$ cat src/sv/fkpc_queue.sv
// short first-in first-out queue between front and back
module fkpc_queue #(
	parameter int DEPTH = 2,
	parameter int WIDTH = 8
) (
	input  logic             clk,
	input  logic             arst_n,
	input  logic             push,
	input  logic [WIDTH-1:0] wdata,
	input  logic             pop,
	output logic [WIDTH-1:0] rdata,
	output logic             full,
	output logic             not_empty
);

	localparam int PTR_W = (DEPTH > 1) ? $clog2(DEPTH) : 1;
	localparam int CNT_W = $clog2(DEPTH + 1);

	logic [DEPTH-1:0][WIDTH-1:0] mem_q;
	logic [PTR_W-1:0] wr_ptr_q, rd_ptr_q;
	logic [CNT_W-1:0] count_q;
	logic             do_push, do_pop;

	assign full      = (count_q == CNT_W'(DEPTH));
	assign not_empty = (count_q != '0);
	assign do_push   = push && !full;
	assign do_pop    = pop && not_empty;
	assign rdata     = mem_q[rd_ptr_q];

	always_ff @(posedge clk) begin
		if (do_push) begin
			mem_q[wr_ptr_q] <= wdata;
		end
	end

	always_ff @(posedge clk or negedge arst_n) begin
		if (!arst_n) begin
			wr_ptr_q <= '0;
			rd_ptr_q <= '0;
			count_q  <= '0;
		end else begin
			if (do_push) begin
				wr_ptr_q <= (wr_ptr_q == PTR_W'(DEPTH - 1)) ? '0 : wr_ptr_q + 1'b1;
			end
			if (do_pop) begin
				rd_ptr_q <= (rd_ptr_q == PTR_W'(DEPTH - 1)) ? '0 : rd_ptr_q + 1'b1;
			end
			if (do_push && !do_pop) begin
				count_q <= count_q + 1'b1;
			end else if (do_pop && !do_push) begin
				count_q <= count_q - 1'b1;
			end
		end
	end

endmodule

$ cat config.mk
export PLATFORM = sky130hd
export DESIGN_NAME = fkpc_queue
export DESIGN_NICKNAME = d
export VERILOG_FILES = /design/src/sv/fkpc_queue.sv
export SDC_FILE = /design/constraint.sdc
export NUM_CORES = 1
export LEC_CHECK = 0
export ABC_AREA = 1
export BUFFER_PORTS_ARGS = -buffer_cell sky130_fd_sc_hd__buf_4
export CELL_PAD_IN_SITES_DETAIL_PLACEMENT = 1
export CELL_PAD_IN_SITES_GLOBAL_PLACEMENT = 1
export CORE_UTILIZATION = 41
export DETAILED_ROUTE_END_ITERATION = 10
export PLACE_DENSITY_LB_ADDON = 0.1
export SETUP_SLACK_MARGIN = 0.15
export SLEW_MARGIN = 20
export SYNTH_ARGS = -nofsm -noshare
export SYNTH_HDL_FRONTEND = slang
export SYNTH_SLANG_ARGS = --single-unit
export TNS_END_PERCENT = 5
$ cat constraint.sdc
create_clock -name clk -period 2.51 [get_ports clk]
set_clock_uncertainty 0.05 [all_clocks]
set_input_delay 0.3765 -clock clk [delete_from_list [all_inputs] [get_ports clk]]
set_output_delay 0.3765 -clock clk [all_outputs]
set_load 0.05 [all_outputs]
After elaboration in Yosys (flattened, before gate mapping)
Cells that the tools add are included.
{ "totals": {"regBits": 20, "wordCells": 32, "in_bits": 12} }
{ "op_classes": {"mux": 9, "eq_ne": 1, "order_cmp": 3, "add_sub_neg": 4, "n_reduce_logical": 10} }
{ "ops": {"columns": ["cell", "n"], "rows": [
  ["$mux W8", 3],
  ["$bwmux W16", 1],
  ["$demux W8 S1", 1],
  ["$logic_and A1 B1 Y1", 5],
  ["$lt A1 B2 Y1 const B", 2],
  ["$mux W2", 2],
  ["$reduce_bool A2 Y1", 2],
  ["$logic_not A1 Y1", 3],
  ["$add A1 B1 Y1 const B", 2],
  ["$add A2 B1 Y2 const B", 1],
  ["$eq A2 B2 Y1 const B", 1],
  ["$mux W1", 2],
  ["$sub A2 B1 Y2 const B", 1],
  ["$ge A1 B1 Y1 const B", 1]
]} }

Depth between registers and ports, before layout
{ "logic_depth": {"word_depth": 7, "mapped_depth": 9, "ltp_nobuf": 9} }

Worst setup path after synthesis
No wires, ideal clock.
{ "synth_timing": {"path_type": "register -> register", "from": "register count_q[0]", "to": "register count_q[1]", "period_less_slack_ps": 1712, "arrival_time_ps": 1545, "slack_ps": 798, "stages_incl_launch_ff": 8, "t_required_ps": 2343, "path_cell_list": "dfrtp_1 -> nor2_2 -> nor2_4 -> ha_1 -> inv_1 -> nand3_1 -> nand2_1 -> nand2_1"} }
{ "synth_between": {"elab_chain_cells": 6} }
{ "synth_lines": {"columns": ["element", "line_no", "text"], "rows": [
  ["start, declared", "21", "logic [CNT_W-1:0] count_q;"],
  ["start signal, assigned", "49", "count_q <= count_q + 1'b1;"],
  ["start signal, assigned", "51", "count_q <= count_q - 1'b1;"],
  ["$eq A2 B2 Y1 *", "24", "assign full = (count_q == CNT_W'(DEPTH));"],
  ["named net full", "12", "output logic full,"],
  ["$logic_not A1 Y1 *", "26", "assign do_push = push && !full;"],
  ["$logic_and A1 B1 Y1 *", "26", null],
  ["named net do_push", "22", "logic do_push, do_pop;"],
  ["$logic_not A1 Y1", "50", "end else if (do_pop && !do_push) begin"],
  ["$logic_and A1 B1 Y1", "50", null],
  ["$reduce_bool A2 Y1 (no line)", null, null]
]} }
The timed path passes the listed nets; every way through them passes the cells marked *. The select of a mux whose other input is x is not followed.
A chain may end at the register's enable or synchronous reset.

Worst setup path after layout
{ "layout_timing": {"from": "register rd_ptr_q", "to": "output port rdata[4]"} }
{ "layout_between": {"elab_chain_cells": 2} }
{ "layout_lines": {"columns": ["element", "line_no", "text"], "rows": [
  ["start, declared", "20", "logic [PTR_W-1:0] wr_ptr_q, rd_ptr_q;"],
  ["start signal, assigned", "46", "rd_ptr_q <= (rd_ptr_q == PTR_W'(DEPTH - 1)) ? '0 : rd_ptr_q + 1'b1;"],
  ["$mux W8 (not written as such) (2 in a row)", "28", "assign rdata = mem_q[rd_ptr_q];"],
  ["end, declared", "11", "output logic [WIDTH-1:0] rdata,"]
]} }
Every way passes these cells. The select of a mux whose other input is x is not followed.

==> flow_summary.ini <==
[detailed_routing]
antenna_left = 0
vias = 555
avgRoutedWirePerCell_um = 12.0
drc = 0
drtIter0Drc = 4
wirelength_mm = 1.48
vias_per_cell = 4.51
drt_first_pass_iters = 2

[timing]
setup_tns_ps = 0
tightest_slew_ps = 651
rsz0062_at_grt = no
relSlewSlack = 0.565
finalHoldViolCount = 0
setup_violations = 0
fin_crit_ps = 1780
fmax_mhz = 561
finalCritPeriodShare = 0.710
finalMaxSlewViolations = 0

[pwr]
p_per_area_mw_per_mm2 = 1410
p_leak_nw = 0.496
p_total_mw = 1.50
peakVddDrop_v = 0.000720

[logic_synthesis]
yosysWarningCount = 0
yosysTopAreaCellShare = 0.577
yosysUniqueCellTypes = 15
seq_area_frac_synth = 0.697
yosys-top-cells-area = edfxtp_1 58%, nand2_1 14%, dfrtp_1 12%, inv_1 2.7%, buf_12 2.4%
syn_area_per_cell_um2 = 11.4
synthesis.nets = 86
synthCells = 73
ys_seq_elements = 20
synthesis.area_um2 = 833
synth_top_cell_by_area = edfxtp_1

[floorplanning]
die-area_mm2 = 0.00222
rows = 15
initial_utilization = 0.458
pin_count = 22
die_y_um = 47.1
die_w_um = 47.1
core-area_mm2 = 0.00182

[cells_and_area]
area_growth_pct = 27.8
layout_commonest_cell = nand2_1
layout-drive-gt1-share = 0.327
final_net_count = 112
n_antenna_cell = 0
mostFrequentLayoutCells = 32 x nand2_1, 21 x buf_4, 16 x edfxtp_1, 6 x inv_1, 4 x dfrtp_1

[worst_setup_path]
ff2ff_setup_slack_ps = 930
crit_path_end = rdata[4]
startpoint = rd_ptr_q$_DFFE_PN0P_
cp.arrival_ps = 1360
r2r.worst_path.cells = 3
reg2reg_to = mem_q[8]$_DFFE_PP_
endpoint_kind = output port
path_class = reg2out
r2r_start = count_q[1]$_DFFE_PN0P_
worstPathRequired_ps = 2080
worstPathMaxFanout = 10
start_kind = register

[cts]
htree_levels = 1
cts_made_buffers = 3
clk_latency_ps = 290
clock-sinks = 20
ctsHoldBuffers = 1
cts.path.max_buffers = 2
cts_setup_buffers = 0
cts_tree = built
clk_pin_slew_ps = 110
cts-resized-gates = 0
root_buffer = clkbuf_4

[placement]
dp_hpwl_mm = 1.15
numPortBuffers = 21
gp_congestion = 0.822

[worst_hold_path]
min_path_cells = 1
hp-class = in2reg

[status]
outcome = finished clean

[grt]
grt_usage = 0.155
antenna_found_initial = 0
grt_pass1_wl_mm = 2.32
grt_overflow = 0
grt_pass1_vias = 538
grt_max_degree = 13

[flow_run]
max-cap-violations = 0
flip-flops by register name, summed over array words and instances, names as in the netlist:
signal / cells
count_q: 2
mem_q: 16
wr_ptr_q: 1
rd_ptr_q: 1
how the worst min path moves through the flow:
stage	start	to	slack [ps]
after floorplan	arst_n	count_q[0]$_DFFE_PN0P_	30
after CTS	wdata[1]	mem_q[1]$_DFFE_PP_	200
after global placement	arst_n	count_q[0]$_DFFE_PN0P_	130
final	wdata[1]	mem_q[1]$_DFFE_PP_	210
after detailed placement	arst_n	count_q[0]$_DFFE_PN0P_	130
after global routing	wdata[5]	mem_q[5]$_DFFE_PP_	190
metal layers:
| layer | GRT usage | share of wire | vias to the layer above |
|---|---|---|---|
| li1 | - | - | 288 |
| met1 | 0.201 | 0.47 | 256 |
| met2 | 0.275 | 0.49 | 11 |
| met3 | 0.0346 | 0.040 | 0 |
| met4 | 0.0171 | 0 | 0 |
| met5 | 0 | 0 | - |
critical path: stages, from the launching register on:
cell and delay, ps:
dfrtp_1 510, inv_2 210, nand2_1 80, nand2_1 70, buf_4 190
Yosys cell counts, drive strengths merged:
| cell type | instances |
|---|---|
| nand4 | 1 |
| nand2 | 35 |
| inv | 8 |
| nor2 | 3 |
| buf | 1 |
| nand3 | 2 |
| o21ai | 1 |
| xnor2 | 1 |
| edfxtp | 16 |
| dfrtp | 4 |
| ha | 1 |
power breakdown:
part / leakage (nW) / switching, mW / total (mW) / internal (mW)
clock: 0.0279 / 0.0934 / 0.255 / 0.161
sequential: 0.197 / 0.0571 / 0.518 / 0.461
combinational: 0.271 / 0.524 / 0.730 / 0.206
total: 0.496 / 0.675 / 1.50 / 0.828
cells by family (layout without fill, tap and decap cells):
kind of cell             count (synthesis)  after routing  share of synthesized area
AO/OA/AOI/OAI                            1              1                    0.00600
XOR/XNOR                                 1              1                     0.0105
adder cells (fa/ha/maj)                  1              1                     0.0150
buffers and inverters                    9             34                     0.0601
flip-flops                              20             20                      0.697
AND/OR/NAND/NOR                         41             41                      0.212
through the flow:
step	setup slack [ps]	cell area, um2	hold slack (ps)	util	cells
2_1_floorplan	798	833	30.9	-	73
3_3_place_gp	965	1000	131	0.551	118
3_5_place_dp	927	1000	128	0.551	118
4_1_cts	697	1060	201	0.585	123
5_1_grt	629	1060	189	0.585	123
6_report	727	1060	213	0.585	123
cell type report:
| type | instances | area, um2 |
|---|---|---|
| inverters | 8 | 30.0 |
| clock buffers | 3 | 22.5 |
| well taps | 25 | 31.3 |
| multi-input cells | 44 | 203 |
| repair buffers | 22 | 168 |
| clock inverters | 1 | 30.0 |
| fillers | 208 | 756 |
| flip-flops and latches | 20 | 581 |
Note: power is estimated with default switching activity, not from simulation.
