==> config.mk <==
export PLATFORM = sky130hd
export DESIGN_NAME = fkpc_front_flat
export DESIGN_NICKNAME = d
export VERILOG_FILES = /design/src/sv/fkpc_pkg.sv /design/src/sv/fkpc_if.sv /design/src/sv/fkpc_front.sv /design/src/flat_wrapper.sv
export SDC_FILE = /design/constraint.sdc
export NUM_CORES = 1
export LEC_CHECK = 0
export BUFFER_PORTS_ARGS = -buffer_cell sky130_fd_sc_hd__buf_2
export CAP_MARGIN = 15
export CORE_ASPECT_RATIO = 1.4
export CORE_UTILIZATION = 45
export CTS_BUF_LIST = sky130_fd_sc_hd__clkbuf_4
export CTS_CLUSTER_SIZE = 28
export DETAILED_ROUTE_END_ITERATION = 8
export PLACE_DENSITY_LB_ADDON = 0.15
export SLEW_MARGIN = 5
export SYNTH_ARGS = -nofsm -noshare
export SYNTH_HDL_FRONTEND = slang
export SYNTH_SLANG_ARGS = --single-unit
==> constraint.sdc <==
create_clock -name clk -period 5.1 [get_ports clk]
set_input_delay 0.765 -clock clk [delete_from_list [all_inputs] [get_ports clk]]
set_output_delay 0.765 -clock clk [all_outputs]
set_load 0.03 [all_outputs]
==> src/sv/fkpc_pkg.sv <==
// shared types, constants and code tables for the four-key press classifier
package fkpc_pkg;

	localparam int NUM_KEYS        = 4;
	localparam int MAX_EVENTS      = 4;
	localparam int QUEUE_DEPTH_DEF = 2;
	localparam int APB_ADDR_W      = 5;
	localparam int APB_DATA_W      = 32;

	localparam logic [6:0] PARK_COUNT = 7'd100;

	// reset values of the configuration registers
	localparam logic       SOUND_ENABLE_RST = 1'b1;
	localparam logic [7:0] BEEP_TICKS_RST   = 8'd2;
	localparam logic [4:0] CONFIRM_RST      = 5'd3;
	localparam logic [6:0] LONG_EF_RST      = 7'd50;
	localparam logic [6:0] LONG_PWR_RST     = 7'd30;

	// register indexes (byte address is 4 * index)
	typedef enum logic [2:0] {
		REG_SOUND_ENABLE = 3'd0,
		REG_BEEP_TICKS   = 3'd1,
		REG_CONFIRM      = 3'd2,
		REG_LONG_EF      = 3'd3,
		REG_LONG_PWR     = 3'd4
	} reg_idx_t;

	// key positions in scan order
	localparam logic [1:0] KEY_ENT   = 2'd0;
	localparam logic [1:0] KEY_POWER = 2'd1;
	localparam logic [1:0] KEY_F1    = 2'd2;
	localparam logic [1:0] KEY_F2    = 2'd3;

	typedef logic [3:0] event_code_t;

	localparam event_code_t EV_NONE      = 4'd0;
	localparam event_code_t EV_ENTER     = 4'd1;
	localparam event_code_t EV_PWR_LONG  = 4'd2;
	localparam event_code_t EV_PWR_SHORT = 4'd3;
	localparam event_code_t EV_F1_DOWN   = 4'd4;
	localparam event_code_t EV_F1_LONG   = 4'd5;
	localparam event_code_t EV_F1_UP     = 4'd6;
	localparam event_code_t EV_F2_DOWN   = 4'd7;
	localparam event_code_t EV_F2_LONG   = 4'd8;
	localparam event_code_t EV_F2_UP     = 4'd9;

	typedef struct packed {
		logic       sound_enable;
		logic [7:0] beep_ticks;
		logic [4:0] confirm_ticks;
		logic [6:0] long_ticks_enter_fkeys;
		logic [6:0] long_ticks_power;
	} cfg_t;

	// one classified tick, waiting to be sent out as 1 to 4 items
	typedef struct packed {
		event_code_t [MAX_EVENTS-1:0] codes;
		logic [1:0]                   last_idx;
		logic                         beep_on;
		logic                         wake_screen;
		logic                         key_activity;
	} q_entry_t;

	function automatic event_code_t code_down(input logic [1:0] key);
		event_code_t c;
		unique case (key)
			KEY_F1:  c = EV_F1_DOWN;
			KEY_F2:  c = EV_F2_DOWN;
			default: c = EV_NONE;
		endcase
		return c;
	endfunction

	function automatic event_code_t code_long(input logic [1:0] key);
		event_code_t c;
		unique case (key)
			KEY_POWER: c = EV_PWR_LONG;
			KEY_F1:    c = EV_F1_LONG;
			KEY_F2:    c = EV_F2_LONG;
			default:   c = EV_NONE;
		endcase
		return c;
	endfunction

	function automatic event_code_t code_up(input logic [1:0] key);
		event_code_t c;
		unique case (key)
			KEY_ENT:   c = EV_ENTER;
			KEY_POWER: c = EV_PWR_SHORT;
			KEY_F1:    c = EV_F1_UP;
			default:   c = EV_F2_UP;
		endcase
		return c;
	endfunction

endpackage

==> src/sv/fkpc_if.sv <==
// item channel interfaces: scan ticks in, key events out
interface fkpc_tick_if;
	logic valid;
	logic ready;
	logic enter_down;
	logic power_down;
	logic f1_down;
	logic f2_down;
	logic screen_asleep;

	modport source (output valid, enter_down, power_down, f1_down, f2_down, screen_asleep,
		input ready);
	modport sink (input valid, enter_down, power_down, f1_down, f2_down, screen_asleep,
		output ready);
endinterface


==> src/sv/fkpc_front.sv <==
// front part: takes scan ticks, runs the key counters and the beeper, packs events
module fkpc_front import fkpc_pkg::*; (
	input  logic       clk,
	input  logic       arst_n,
	fkpc_tick_if.sink  tick,
	input  cfg_t       cfg,
	input  logic       q_full,
	output logic       push,
	output q_entry_t   entry
);

	logic [NUM_KEYS-1:0][6:0] hold_q, hold_d;
	logic [NUM_KEYS-1:0]      armed_q, armed_d;
	logic                     beep_active_q, beep_active_d;
	logic [7:0]               beep_elapsed_q, beep_elapsed_d;

	logic [NUM_KEYS-1:0] held;
	event_code_t [NUM_KEYS-1:0] ev;
	logic        asleep, woke, activity, start;
	logic [7:0]  nxt;
	logic [6:0]  lim;
	logic [2:0]  nev;
	logic        act0;
	logic [7:0]  el0;
	logic [8:0]  bnext;

	assign held = {tick.f2_down, tick.f1_down, tick.power_down, tick.enter_down};

	assign tick.ready = !q_full;
	assign push       = tick.valid && !q_full;

	always_comb begin
		asleep   = tick.screen_asleep;
		woke     = 1'b0;
		activity = 1'b0;
		start    = 1'b0;
		hold_d   = hold_q;
		armed_d  = armed_q;
		nxt      = '0;
		lim      = '0;
		for (int i = 0; i < NUM_KEYS; i++) begin
			ev[i] = EV_NONE;
			lim   = (i == int'(KEY_POWER)) ? cfg.long_ticks_power : cfg.long_ticks_enter_fkeys;
			nxt   = {1'b0, hold_q[i]} + 8'd1;
			if (held[i]) begin
				activity = 1'b1;
				if (asleep) begin
					// wake press is swallowed
					asleep    = 1'b0;
					woke      = 1'b1;
					hold_d[i] = PARK_COUNT;
				end else if (nxt == {3'b000, cfg.confirm_ticks}) begin
					hold_d[i]  = nxt[6:0];
					armed_d[i] = 1'b1;
					ev[i]      = code_down(2'(i));
					if (code_down(2'(i)) != EV_NONE) begin
						start = 1'b1;
					end
				end else if (nxt == {1'b0, lim}) begin
					hold_d[i]  = nxt[6:0];
					armed_d[i] = 1'b0;
					ev[i]      = code_long(2'(i));
				end else if (nxt > {1'b0, lim}) begin
					hold_d[i] = PARK_COUNT;
				end else begin
					hold_d[i] = nxt[6:0];
				end
			end else begin
				hold_d[i] = '0;
				if (armed_q[i]) begin
					armed_d[i] = 1'b0;
					ev[i]      = code_up(2'(i));
					if (i < 2) begin
						start = 1'b1;
					end
				end
			end
		end
	end

	// beeper: restart on an F1/F2 down or enter/power up event when sound is enabled, then count ticks
	always_comb begin
		act0  = (start && cfg.sound_enable) ? 1'b1 : beep_active_q;
		el0   = (start && cfg.sound_enable) ? 8'd0 : beep_elapsed_q;
		bnext = {1'b0, el0} + 9'd1;
		beep_active_d  = act0;
		beep_elapsed_d = el0;
		if (act0) begin
			beep_active_d  = !(bnext > {1'b0, cfg.beep_ticks});
			beep_elapsed_d = bnext[7:0];
		end
	end

	// pack events in scan order
	always_comb begin
		entry.codes = '0;
		nev = '0;
		for (int i = 0; i < NUM_KEYS; i++) begin
			if (ev[i] != EV_NONE) begin
				entry.codes[nev[1:0]] = ev[i];
				nev = nev + 3'd1;
			end
		end
		entry.last_idx     = (nev == 3'd0) ? 2'd0 : 2'(nev - 3'd1);
		entry.beep_on      = beep_active_d;
		entry.wake_screen  = woke;
		entry.key_activity = activity;
	end

	always_ff @(posedge clk or negedge arst_n) begin
		if (!arst_n) begin
			hold_q         <= '0;
			armed_q        <= '0;
			beep_active_q  <= 1'b0;
			beep_elapsed_q <= '0;
		end else if (push) begin
			hold_q         <= hold_d;
			armed_q        <= armed_d;
			beep_active_q  <= beep_active_d;
			beep_elapsed_q <= beep_elapsed_d;
		end
	end

endmodule

==> src/flat_wrapper.sv <==
// flat-port wrapper written by rule: the top's interface ports become plain ports
module fkpc_front_flat import fkpc_pkg::*;
  (clk, arst_n, cfg, q_full, push, entry, tick_valid, tick_enter_down, tick_power_down, tick_f1_down, tick_f2_down, tick_screen_asleep, tick_ready);
  fkpc_tick_if tick_i ();
  input  logic clk;
  input  logic arst_n;
  input  cfg_t cfg;
  input  logic q_full;
  output logic push;
  output q_entry_t entry;
  input wire logic [$bits(tick_i.valid)-1:0] tick_valid;
  input wire logic [$bits(tick_i.enter_down)-1:0] tick_enter_down;
  input wire logic [$bits(tick_i.power_down)-1:0] tick_power_down;
  input wire logic [$bits(tick_i.f1_down)-1:0] tick_f1_down;
  input wire logic [$bits(tick_i.f2_down)-1:0] tick_f2_down;
  input wire logic [$bits(tick_i.screen_asleep)-1:0] tick_screen_asleep;
  output wire logic [$bits(tick_i.ready)-1:0] tick_ready;
  assign tick_i.valid = tick_valid;
  assign tick_i.enter_down = tick_enter_down;
  assign tick_i.power_down = tick_power_down;
  assign tick_i.f1_down = tick_f1_down;
  assign tick_i.f2_down = tick_f2_down;
  assign tick_i.screen_asleep = tick_screen_asleep;
  assign tick_ready = tick_i.ready;
  fkpc_front u_core (.clk(clk), .arst_n(arst_n), .tick(tick_i), .cfg(cfg), .q_full(q_full), .push(push), .entry(entry));
endmodule
# [Yosys cells after proc, flatten, opt, wreduce, memory -nomap -nowiden]
# Index checks and enable logic that the tools add are counted.
[op_classes] addsub=9 n_lt_le_gt_ge=11 n_eq_ne=16 n_mux=120 reduce_logical=20
[ops] operator="$mux W7" n=20
[ops] operator="$mux W4" n=28
[ops] operator="$mux W1" n=53
[ops] operator="$bwmux W16" n=3
[ops] operator="$mux W16" n=3
[ops] operator="$add A7 B1 Y8 const B" n=4
[ops] operator="$eq A8 B5 Y1" n=4
[ops] operator="$eq A8 B7 Y1" n=4
[ops] operator="$gt A8 B7 Y1" n=4
[ops] operator="$reduce_bool A4 Y1" n=8
[ops] operator="$demux W4 S2" n=3
[ops] operator="$mux W8" n=2
[ops] operator="$mux W3" n=5
[ops] operator="$ne A3 B1 Y1 const B" n=4
[ops] operator="$reduce_and A3 Y1" n=4
[ops] operator="$add A8 B1 Y9 const B" n=1
[ops] operator="$gt A9 B8 Y1" n=1
[ops] operator="$ne A2 B2 Y1 const B" n=4
[ops] operator="$add A3 B1 Y3 const B" n=2
[ops] operator="$lt A2 B3 Y1 const B" n=2
[ops] operator="$mux W2" n=3
[ops] operator="$logic_and A1 B1 Y1" n=5
[ops] operator="$ge A2 B1 Y1 const B" n=2
[ops] operator="$logic_not A3 Y1" n=1
[ops] operator="5 further kinds" n=6
[totals] reg_bits=41 input_bits=37 out_inout_bits=23

# [Depth between registers and ports, before layout]
# Gate-level depths: netlist of run 1.
[depth] ltp_word=28 mapped_depth=20 mapped_depth_nobuf=19

# [Worst setup path before layout of run 1]
# Ideal clock, no wire load.
[synth_path] kind="register to output" from="reg u_core.hold_q[7] (netlist bit)" to="out entry[17] (netlist bit)" arrival_ns=4.183 required_ns=4.335 setup_slack_ns=0.152 stages_incl_launch_ff=17 path_buffers=1 cell_sequence="dfrtp_1 ha_1 nand3_1 xor2_1 inv_1 ha_1 nand4_1 nor3_1 nand3_1 o21ai_0 ha_1 xnor2_1 inv_1 ha_1 clkbuf_1 a21o_1 o21ai_0"
[synth_rtl] item="start, declared" line_no="fkpc_front.sv:12" rtl="logic [NUM_KEYS-1:0][6:0] hold_q, hold_d;"
[synth_rtl] item="start signal, assigned" line_no="fkpc_front.sv:117" rtl="hold_q <= hold_d;"
[synth_rtl] item="end, declared" line_no="flat_wrapper.sv:10" rtl="output q_entry_t entry;"

==> impl_results.md, run 1 <==
* Status: complete, no violations
* Yosys reg bits at 41
* Fill cells at 910
* Total core area at 9460 sq um
* Required @ worst endpoint at 4.34 ns
* Critical-path cell list: ha_4, nand3_1, xor2_1, a2111o_1, a2111oi_4, o31a_2, buf_4, nor2_1, ha_1, o21a_1, o21a_1, o211ai_1, nand2_1, a211oi_2, nor2_1, nor2_1, clkbuf_4
* Net count after synthesis at 646
* Depth of the CTS H-tree at 2
* Skew final at 0.0141 ns
* Worst setup path class: reg2out
* CTS root buf: clkbuf_4
* TNS Setup at 0 ns
* Share of layout cells above drive strength 1 at 18.6%
* Tot Pwr at 1370 uW
* Worst path max stage delay at 0.49 ns
* Vias in the first global route at 4087
* GRT Util Overall at 23.7%
* Post-synth top area cell: dfrtp_1
* IO Pins at 60
* Max-Cap Viols at 0
* Syn avg cell area at 7.85 sq um
* Gr ovfl total at 0
* PnR worst setup slack at 0.196 ns
* Antenna Cells at 0
* Worst Max-Slew Pin Slew at 0.971 ns
* Synth cell count leaders: nand2_1, ha_1, nor2_1
* PortBufs at 59
* FF/Latch Area at 1030 sq um
* Top cells by area, synth: dfrtp_1, ha_1, nand2_1
* Max Clk Rate at 0.204 GHz
* Multi-input gate area at 3190 sq um
* Design Area, Final at 5030 sq um
* Fin crit share at 96.2%
* DIE WIDTH at 85.6 um
* Rows at 42
* Post-DR wirelength/cell at 16.2 um
* Via/cell ratio at 5.86
* Final nets at 703
* Pwr Density at 273 nW/um^2
* CTS tree: built
* # DRC at 0
* Starting Density at 46.5%
* Yosys cell types at 63
* Worst hold path class: in2async
* Remaining antenna violation count after routing at 0
* Worst path slowest cell: a2111o_1
* Syn. warnings at 0
* Worst-Skew Late Latency at 0.38 ns
* Leakage at 0.00242 uW
* Max transition margin at 35.3%
* CTS max path bufs at 2
* Syn Inst Count at 560
* # setup viols final at 0
* Routed WL at 11800 um
* First-pass GRT wire length at 19200 um
* Largest net degree at the start of global routing at 46
* CP Launch Type: flip-flop
* DR iter-0 viols at 285
* Synthesis-to-finish area growth at 14.3%
* Async S/R FF share, synth at 100%
* Cell area after synthesis at 4400 sq um
* CP arrival at 4.14 ns
* Main flop type after synthesis: dfrtp_1
* Crit path max-delay family: compound AO/OA/AOI/OAI gates
* Num CTS Buffers at 5
* Die extent in y at 119 um
* Clock sink count at 41
* Post-synth EDFFs at 0
* Pre-CTS setup slack at 0.185 ns
* GP Congestion at 0.899
* Max rail drop VDD at 0.169 mV
* Final Hold Fails at 0
* Pre-antenna DRT Iters at 5
* Die area at 10200 sq um
* # hold bufs at CTS at 0
* Tmin final at 4.90 ns
* Post-DP HPWL at 9080 um
* Clock slew at reported path FFs at 0.14 ns
* Top cell by count, worst path: nor2_1
* Cell Area, Placed at 4780 sq um
* Slew Viols, Final at 0
* CP endpoint kind: output pin
* Via count at 4265
* Initial antenna violation count at 0
* Sequential area share after synthesis at 23.3%
* Most common cell in the netlist: nand2_1
* Crit path buffers/inverters at 2
* Worst-path maximum fanout at 13
* Synth top area share at 23.3%
[what timing repair did]
item | in CTS | in global routing
endpoints found under the setup margin | 9 | 9
setup buffers | 0 | 7
pin swaps | 1 | 5
gates resized for setup | 8 | 14
[path summary, 6_finish.rpt]
check / startpoint / to / slack (ns) / cells after the start
max in group asynchronous: arst_n / u_core.hold_q[21] / 3.92 / 1
hold / removal: arst_n / u_core.armed_q[3] / 0.52 / 1
hold reg to reg: u_core.armed_q[2] / u_core.armed_q[2] / 0.53 / 2
min in group clk: u_core.armed_q[2] / u_core.armed_q[2] / 0.53 / 2
setup reg to reg: u_core.hold_q[22] / u_core.beep_active_q / 1.39 / 16
setup / recovery: u_core.hold_q[22] / entry[2] / 0.20 / 17
[state kept, by name, indices dropped and copies added, names as in the netlist]
signal                 count
u_core.armed_q             4
u_core.hold_q             28
u_core.beep_active_q       1
u_core.beep_elapsed_q      8
[report_power, final]
part | leakage [uW] | switching (uW) | total, uW | internal, uW
sequential | 0.000533 | 75.6 | 450 | 374
combinational | 0.00183 | 364 | 650 | 286
clock | 0.0000552 | 124 | 276 | 152
[routing by layer]
metal  GRT usage (%)  share of wire (%)  up-vias
met1            27.4                 42     2004
met4            10.8                3.6        0
met2            42.9                 51      133
li1                -                  -     2096
met3            2.70                3.7       32
met5               0                  0        -
[logic make-up (layout without fill, tap and decap cells)]
kind of cell,after synthesis,after routing,share of synthesized area (%)
flops,41,41,23.3
compound gates,147,147,23.3
fa+ha+maj,49,49,13.9
mux,6,6,1.48
simple gates,209,209,23.2
xor+xnor,43,43,8.56
buf+inv,65,123,6.12
[cell usage in the layout, fill, tap and decap left out, types with 14 or more instances in the layout]
cell,instances
nand2_1,63
nor2_1,47
buf_4,15
xnor2_1,18
inv_1,41
xor2_1,22
nand3_1,22
o21ai_0,34
dfrtp_1,38
ha_1,46
nor2b_1,14
buf_2,58
a21oi_1,23
[cell type report]
| type | instances | area share (%) |
|---|---|---|
| tap | 110 | 2.74 |
| timing repair buffer | 74 | 8.16 |
| clock inverter | 3 | 1.29 |
| multi-input combinational | 454 | 63.5 |
| sequential | 41 | 20.5 |
| inverter | 41 | 3.06 |
| clock buffer | 5 | 0.746 |
[per-stage QoR]
| step | util [%] | hold WS (ns) | cells |
|---|---|---|---|
| final | 53.2 | 0.524 | 728 |
| after global routing | 53.2 | 0.553 | 728 |
| after CTS | 51.9 | 0.514 | 721 |
| after detailed placement | 50.5 | 0.482 | 713 |
| after global placement | 50.5 | 0.461 | 713 |
| after floorplan | - | 0.448 | 560 |
Power figures use the tool's default switching activity.
==> run 2, diff against run 1 <==
--- a/config.mk
+++ b/config.mk
@@ -5,6 +5,7 @@
 export SDC_FILE = /design/constraint.sdc
 export NUM_CORES = 1
 export LEC_CHECK = 0
+export ABC_AREA = 1
 export BUFFER_PORTS_ARGS = -buffer_cell sky130_fd_sc_hd__buf_2
 export CAP_MARGIN = 15
 export CORE_ASPECT_RATIO = 1.4
==> run 2 against run 1 <==
Compared with the run above:
- synthesized cell count grew 20%
- flip-flop and latch count is the same
- maximum frequency grew 0.41%
- largest cell class unchanged
==> impl_results.md, run 2 <==
* Status: complete, no violations (unchanged)
* Tot Pwr at 1400 uW (was 1370 uW)
* Synthesis-to-finish area growth at 17.3% (was 14.3%)
* FF/Latch Area at 1030 sq um (about the same)
* Cell area after synthesis at 4470 sq um (was 4400 sq um)
* Fin Hold WS at 0.509 ns (was 0.524 ns)
* Cell Area, Placed at 4900 sq um (was 4780 sq um)
* Die extent in y at 120 um (was 119 um)
* CP arrival at 4.12 ns (was 4.14 ns)
* Worst setup path class: reg2out (unchanged)
* Clock slew at reported path FFs at 0.14 ns (about the same)
* Sequential area share after synthesis at 22.9% (was 23.3%)
* Required @ worst endpoint at 4.34 ns (about the same)
* Worst hold path class: in2async (unchanged)
* # hold bufs at CTS at 0 (unchanged)
* CP Launch Type: flip-flop (unchanged)
* Max transition margin at 35.2% (was 35.3%)
* Worst path slowest cell: dfrtp_1 (was a2111o_1)
* CTS tree: built (unchanged)
* Worst-Skew Late Latency at 0.38 ns (about the same)
* Top reg by flops: u_core.hold_q (unchanged)
* Worst Max-Slew Pin Slew at 0.973 ns (was 0.971 ns)
* Multi-input gate area at 3010 sq um (was 3190 sq um)
* Async S/R FF share, synth at 100% (unchanged)
* Clock sink count at 41 (unchanged)
* Pre-antenna DRT Iters at 5 (unchanged)
* Synth cell count leaders: nand2_1, inv_1, nor2_1 (was nand2_1, ha_1, nor2_1)
* Remaining antenna violation count after routing at 0 (unchanged)
* Fill cells at 1009 (was 910)
* Max-Cap Viols at 0 (unchanged)
* Net count after synthesis at 759 (was 646)
* Worst-path maximum fanout at 4 (was 13)
* Skew final at 0.00572 ns (was 0.0141 ns)
* Syn. warnings at 0 (unchanged)
* Most common cell in the netlist: nand2_1 (unchanged)
* Max Clk Rate at 0.205 GHz (was 0.204 GHz)
* Vias in the first global route at 4268 (was 4087)
* # setup viols final at 0 (unchanged)
* Worst path max stage delay at 0.40 ns (was 0.49 ns)
* Routed WL at 11800 um (about the same)
* Final nets at 835 (was 703)
* Total core area at 9560 sq um (was 9460 sq um)
* Num CTS Buffers at 5 (unchanged)
* Syn Inst Count at 673 (was 560)
* Post-synth EDFFs at 0 (unchanged)
* CP endpoint kind: output pin (unchanged)
* Commonest non-fill, non-tap cell in the layout: nand2_1 (unchanged)
* Slew Viols, Final at 0 (unchanged)
* Die area at 10300 sq um (was 10200 sq um)
* DIE WIDTH at 86.2 um (was 85.6 um)
* Via/cell ratio at 5.13 (was 5.86)
* Initial antenna violation count at 1 (was 0)
* Top cells by area, synth: dfrtp_1, nand2_1, ha_1 (was dfrtp_1, ha_1, nand2_1)
* Starting Density at 46.7% (was 46.5%)
* Pwr Density at 267 nW/um^2 (was 273 nW/um^2)
* IO Pins at 60 (unchanged)
* Crit path buffers/inverters at 8 (was 2)
* Synth top area share at 22.9% (was 23.3%)
* Design Area, Final at 5240 sq um (was 5030 sq um)
* # DRC at 0 (unchanged)
* CTS root buf: clkbuf_4 (unchanged)
* Crit path max-delay family: simple AND/OR/NAND/NOR gates (was compound AO/OA/AOI/OAI gates)
* Most frequent cells in the layout: nand2_1, inv_1, buf_2 (was nand2_1, buf_2, nor2_1)
* Largest net degree at the start of global routing at 42 (was 46)
* Main flop type after synthesis: dfrtp_1 (unchanged)
* Yosys cell types at 48 (was 63)
* Tmin final at 4.88 ns (was 4.90 ns)
* DR iter-0 viols at 319 (was 285)
* CTS max path bufs at 2 (unchanged)
* Gr ovfl total at 0 (unchanged)
* Max reg flops at 28 (unchanged)
* FF-to-FF Start: u_core.hold_q[21] (was u_core.hold_q[22])
* PortBufs at 59 (unchanged)
* Leakage at 0.00295 uW (was 0.00242 uW)
* Post-DR wirelength/cell at 13.3 um (was 16.2 um)
* Rows at 42 (unchanged)
* GP Congestion at 0.887 (was 0.899)
* Max rail drop VDD at 0.193 mV (was 0.169 mV)
* Fin crit share at 95.8% (was 96.2%)
* Post-DP HPWL at 9220 um (was 9080 um)
* Placed cell count at 858 (was 713)
* Syn avg cell area at 6.64 sq um (was 7.85 sq um)
* Final Hold Fails at 0 (unchanged)
* Post-synth top area cell: dfrtp_1 (unchanged)
* Worst setup path start: u_core.hold_q[8] (was u_core.hold_q[22])
* First-pass GRT wire length at 19200 um (unchanged)
* Via count at 4533 (was 4265)
* Top cell by count, worst path: inv_2 (was nor2_1)
* Non-filler instance count after layout at 883 (was 728)
* Biggest regs: u_core.hold_q (28), u_core.beep_elapsed_q (8), u_core.armed_q (4) (unchanged)
* Yosys reg bits at 41 (unchanged)
* Depth of the CTS H-tree at 2 (unchanged)
* GRT Util Overall at 23.7% (about the same)
* Share of layout cells above drive strength 1 at 21.2% (was 18.6%)
## run 2: logic make-up after synthesis
group	share of synthesized area (%)
simple gates	36.6
xor+xnor	2.32
fa+ha+maj	13.7
compound gates	12.0
buf+inv	12.5
flops	22.9
## run 2: layer usage
layer  share of wire (%)  routed length (um)  global-route usage, %  vias up
li1                    -                   -                      -     2321
met1                  41                4800                   26.2     2082
met2                  54                6300                   45.3      111
met3                 3.6                 428                   2.89       19
met4                 2.1                 246                   8.02        0
met5                   0                   0                      0        -
## run 2: worst reg2reg max path: cells and delay by family (launching register included)
family                   cells  cell delay (ns)
flip-flops                   1             0.48
AND/OR/NAND/NOR             18             1.77
adder cells (fa/ha/maj)      2             0.58
AO/OA/AOI/OAI                3             0.48
buffers and inverters        2             0.10
## run 2: final timing paths
path / end / slack, ns / depth (start not counted)
worst min-delay path: u_core.hold_q[24] / 0.51 / 1
worst max register to register: u_core.beep_active_q / 1.60 / 25
max in group asynchronous: u_core.hold_q[14] / 3.91 / 1
worst min register to register: u_core.armed_q[0] / 0.51 / 2
worst max-delay path: entry[3] / 0.22 / 27
min in group clk: u_core.armed_q[0] / 0.51 / 2
## run 2: power by group
part	leakage, uW	switching [uW]	internal, uW	total, uW
combinational	0.00236	442	273	715
sequential	0.000540	67.4	386	453
clock	0.0000414	129	104	233
## run 2: area by class of cell
class / count / area share, %
sequential: 41 / 19.6
clock buffer: 5 / 0.716
timing repair buffer: 78 / 8.52
antenna: 1 / 0.0477
multi-input combinational: 489 / 57.4
clock inverter: 3 / 0.883
tap: 132 / 3.15
inverter: 134 / 9.69
## run 2: repair_timing
action | in CTS | in global routing
setup endpoints to repair | 7 | 19
gates resized for setup | 3 | 34
setup buffers | 2 | 14
pin swaps | 1 | 13
## run 2: stage by stage
| stage | setup slack (ns) | util (%) | setup TNS [ns] |
|---|---|---|---|
| after floorplan | 0.269 | - | 0 |
| after global placement | 0.364 | 51.2 | 0 |
| after detailed placement | 0.185 | 51.2 | 0 |
| after CTS | 0.0316 | 52.4 | 0 |
| after global routing | -0.0276 | 54.8 | -0.0560 |
| final | 0.216 | 54.8 | 0 |
